### src/rtl/core/soa_ram.sv
// soa_ram: generic single write, single read RAM with registered read.
// No dependencies.
`timescale 1ns / 1ps

module soa_ram #(
    parameter int WIDTH = 8,
    parameter int DEPTH = 16
) (
    input  logic                     clk,
    input  logic                     we,
    input  logic [$clog2(DEPTH)-1:0] waddr,
    input  logic [WIDTH-1:0]         wdata,
    input  logic [$clog2(DEPTH)-1:0] raddr,
    output logic [WIDTH-1:0]         rdata
);

    logic [WIDTH-1:0] mem [DEPTH];
    logic [WIDTH-1:0] rdata_reg;

    always_ff @(posedge clk)
    begin
        if (we)
        begin
            mem[waddr] <= wdata;
        end
        rdata_reg <= mem[raddr];
    end

    assign rdata = rdata_reg;

endmodule

### config.mk
export PLATFORM = sky130hd
export DESIGN_NAME = soa_ram
export DESIGN_NICKNAME = d
export VERILOG_FILES = /design/src/rtl/core/soa_ram.sv
export SDC_FILE = /design/constraint.sdc
export NUM_CORES = 1
export LEC_CHECK = 0
export ABC_AREA = 1
export BUFFER_PORTS_ARGS = -buffer_cell sky130_fd_sc_hd__buf_2
export CAP_MARGIN = 20
export CORE_ASPECT_RATIO = 0.9
export CORE_UTILIZATION = 63
export CTS_BUF_LIST = sky130_fd_sc_hd__clkbuf_4
export CTS_CLUSTER_DIAMETER = 100
export DETAILED_ROUTE_END_ITERATION = 16
export PLACE_DENSITY = 0.81
export SLEW_MARGIN = 0
export SYNTH_ARGS = -nofsm -noshare
export SYNTH_HDL_FRONTEND = slang
export SYNTH_SLANG_ARGS = --single-unit
### constraint.sdc
create_clock -name clk -period 1.42 [get_ports clk]
set_input_delay 0.213 -clock clk [delete_from_list [all_inputs] [get_ports clk]]
set_output_delay 0.213 -clock clk [all_outputs]
set_load 0.05 [all_outputs]
---- After elaboration in Yosys (flattened, before gate mapping) ----
Memories as Yosys holds them, arrays and structs flattened. A register that Yosys moved wholly into a read port is not among the register bits.
Cells that the tools add are included.
operators by class
  multiplexer cells ....................... 2
operators with widths
  cell    count
  $mux 1  2
word-level totals
  logic and storage cells ................. 3
  RAM bits ................................ 128
  memories ................................ 1
  output and inout bits ................... 8
  bits in registers ....................... 0
memory list
  name  depth  bits a word  read ports  clocked after memory_dff  write ports  line  RTL
  mem   16     8            1           1                         1            17    logic [WIDTH-1:0] mem [DEPTH];

---- Longest topological paths before layout ----
  word-level depth ........................ 2
  gate-level depth with buffers ........... 8
  mapped depth without buffers ............ 7

---- Worst setup path after synthesis ----
Ideal clock, no wire load.
  path kind ............................... input-to-reg
  start ................................... input port waddr[2]
  end ..................................... memory mem[10][0] (enable)
  cell stages on the path ................. 2
  path slack .............................. 0.256 ns
  arrival ................................. 0.794 ns
  cells stage by stage .................... nand3b_1 > nor2_1
RTL lines
  element      line  RTL
  from (decl)  11    input logic [$clog2(DEPTH)-1:0] waddr,
  to (decl)    17
Straight into the memory's write port.

---- Final worst setup path ----
  start ................................... register rdata_reg[0] (netlist: rdata[0]), read port of mem
  end ..................................... output port rdata[0]
RTL lines
  element      line  RTL
  from (decl)  18    logic [WIDTH-1:0] rdata_reg;
  to (decl)    14    output logic [WIDTH-1:0] rdata
No word-level cell between the ends.

==> results.yml <==
place:
  dp_cells: 696
  place_hpwl_um: 7610
  place.gp.congestion: 0.872
  pre_cts_ws_ps: 97.6
  port_buffers: 25
floorplan:
  die_y_um: 92.8
  core_area_um2: 8730
  dieArea_um2: 9540
  initial_core_util_pct: 66.1
  die_w_um: 103
  io_pins: 26
  fp-row-count: 32
synthesis:
  synthAdderAreaFrac_pct: 0
  synth_mux_area_share_pct: 0
  synth-compound-area-share_pct: 0
  synth_area_um2: 5770
  synth_fp_nets: 569
  synth_area_per_cell_um2: 10.5
  synth-seq-cells: 136
  synth_top_family_by_area: "simple AND/OR/NAND/NOR gates"
  yosysTopAreaCellShare_pct: 66.7
  yosysTopAreaCell: "edfxtp_1"
  seq_area_frac_synth_pct: 69.4
  syn_inst: 551
  synth_cell_type_count: 12
  synth-xor-area-share_pct: 0
  synth_area_leaders: "edfxtp_1, nand2_1, nand3_1"
  ys_warn_count: 0
  synth-simple-area-share_pct: 21.0
timing:
  finalClockSkew_ps: 15.8
  layout_setup_ws_ps: 56.5
  setup_tns_ps: 0
  period_minus_slack_ps: 1360
  setup_viol: 0
  worst_slew_pin_slew_ps: 373
  rsz0062_at_grt: "false"
  relSlewSlack_pct: 75.1
  post-route-period-util_pct: 96.0
  drv_slew: 0
  hold_violations: 0
  max_clock_freq_mhz: 733
  holdWs_ps: 23.6
cells_and_area:
  final_cell_mix: "nand2_1, edfxtp_1, inv_1, nand3_1, buf_2"
  antenna_cells: 0
  drive_gt1_share_pct: 13.6
  area_growth_pct: 11.4
  mostFrequentLayoutCell: "nand2_1"
  largest_reg_flops: 128
  final_nets: 614
  fin_cells: 728
  n_fill_cell: 614
power:
  p_leak_nw: 2.83
  vdd_drop_max_mv: 1.07
  p_per_area_nw_per_um2: 1240
  power_mw: 7.96
worst_setup_path:
  cp_cell_sequence: "buf_2"
  crit_family: "flip-flops"
  criticalPathCategory: "flop to output port"
  cp_slowest_cell: "dfxtp_1"
  regToRegSetupSlack_ps: 350
  cp-start-kind: "flop"
  crit_buf_inv: 1
  critPathMaxStageDelay_ps: 360
  cp_max_fo: 1
  end_kind: "output port"
  worstPathArrival_ps: 1150
  cp.required_ps: 1210
cts:
  h-tree-depth: 4
  insertion_delay_ps: 530
  cts_inserted_buffers: 17
  root_buffer: "clkbuf_4"
  cts_setup_buffers: 0
  clockBufferDepth: 2
  cts_resized: 0
  cts_tree: "yes"
  clock-sinks: 136
  clk_pin_slew_ps: 120
  cts_hold_buffers: 0
grt:
  busiest_layer: "met2"
  use_met1_pct: 39.3
  grt_usage_pct: 29.5
  grt_max_degree: 65
  grt_util_met3_pct: 7.17
  overflow: 0
  grt_pass1_vias: 3845
  grt_antenna_before_repair: 0
  use_met2_pct: 47.4
  grt_pass1_wl_um: 19800
detailed_routing:
  drcViolationCount: 0
  dr.pass1.iters: 7
  first_iter_violations: 332
  vias: 3919
  final_antenna_net_count: 0
  routed_wl_um: 12400
  post_drt_wl_per_cell_um: 17.0
  vias_per_cell: 5.38
status:
  status: "finished, final reports clean"
flow_run:
  drv_cap: 0
min_path:
  hp-class: "primary input to flop"
per-layer routing:
| layer | up-vias | wire [um] |
|---|---|---|
| met4 | 0 | 316 |
| met3 | 33 | 1020 |
| met2 | 193 | 6190 |
| met1 | 1831 | 4860 |
| li1 | 1862 | - |
| met5 | - | 0 |
metrics by stage:
step	util [%]	instance area, um2
after floorplan	-	5770
after CTS	73.6	6420
after detailed placement	69.9	6100
final	73.6	6420
after global placement	69.9	6100
after global routing	73.6	6420
logic make-up after synthesis:
group / count (synthesis)
flip-flops: 136
AND/OR/NAND/NOR: 289
buffers and inverters: 126
layout make-up:
type / count / area [um2] / area share (%)
sequential: 136 / 4000 / 62.3
multi-input combinational: 289 / 1210 / 18.9
inverter: 102 / 383 / 5.96
timing repair buffer: 50 / 350 / 5.45
clock inverter: 13 / 180 / 2.81
tap: 119 / 149 / 2.32
clock buffer: 19 / 143 / 2.22
synth_stat cells:
library cell    n
nand3b_1        2
buf_1           1
nand2_1       173
inv_2           2
buf_6           6
edfxtp_1      128
dfxtp_1         8
buf_4           4
nand3_1        97
inv_1         100
buf_2          13
nor2_1         17
path summary, 6_finish.rpt:
path / cells after the start / from / end
worst max-delay path: 1 / rdata[0] / rdata[0]
worst max register to register: 6 / mem[1][7] / rdata[7]
worst min register to register: 6 / mem[12][2] / rdata[2]
worst min-delay path: 3 / raddr[3] / rdata[2]
worst reg2reg max path, delay by kind of cell, from the launching register on:
kind / cells / cell delay, ps
buffers and inverters: 1 / 60
flip-flops: 1 / 380
AND/OR/NAND/NOR: 5 / 520
where the power goes:
| part | switching [mW] | internal (mW) |
|---|---|---|
| Combinational | 0.471 | 0.173 |
| Sequential | 0.0285 | 4.48 |
| Clock | 1.38 | 1.43 |
Power figures use the tool's default switching activity.
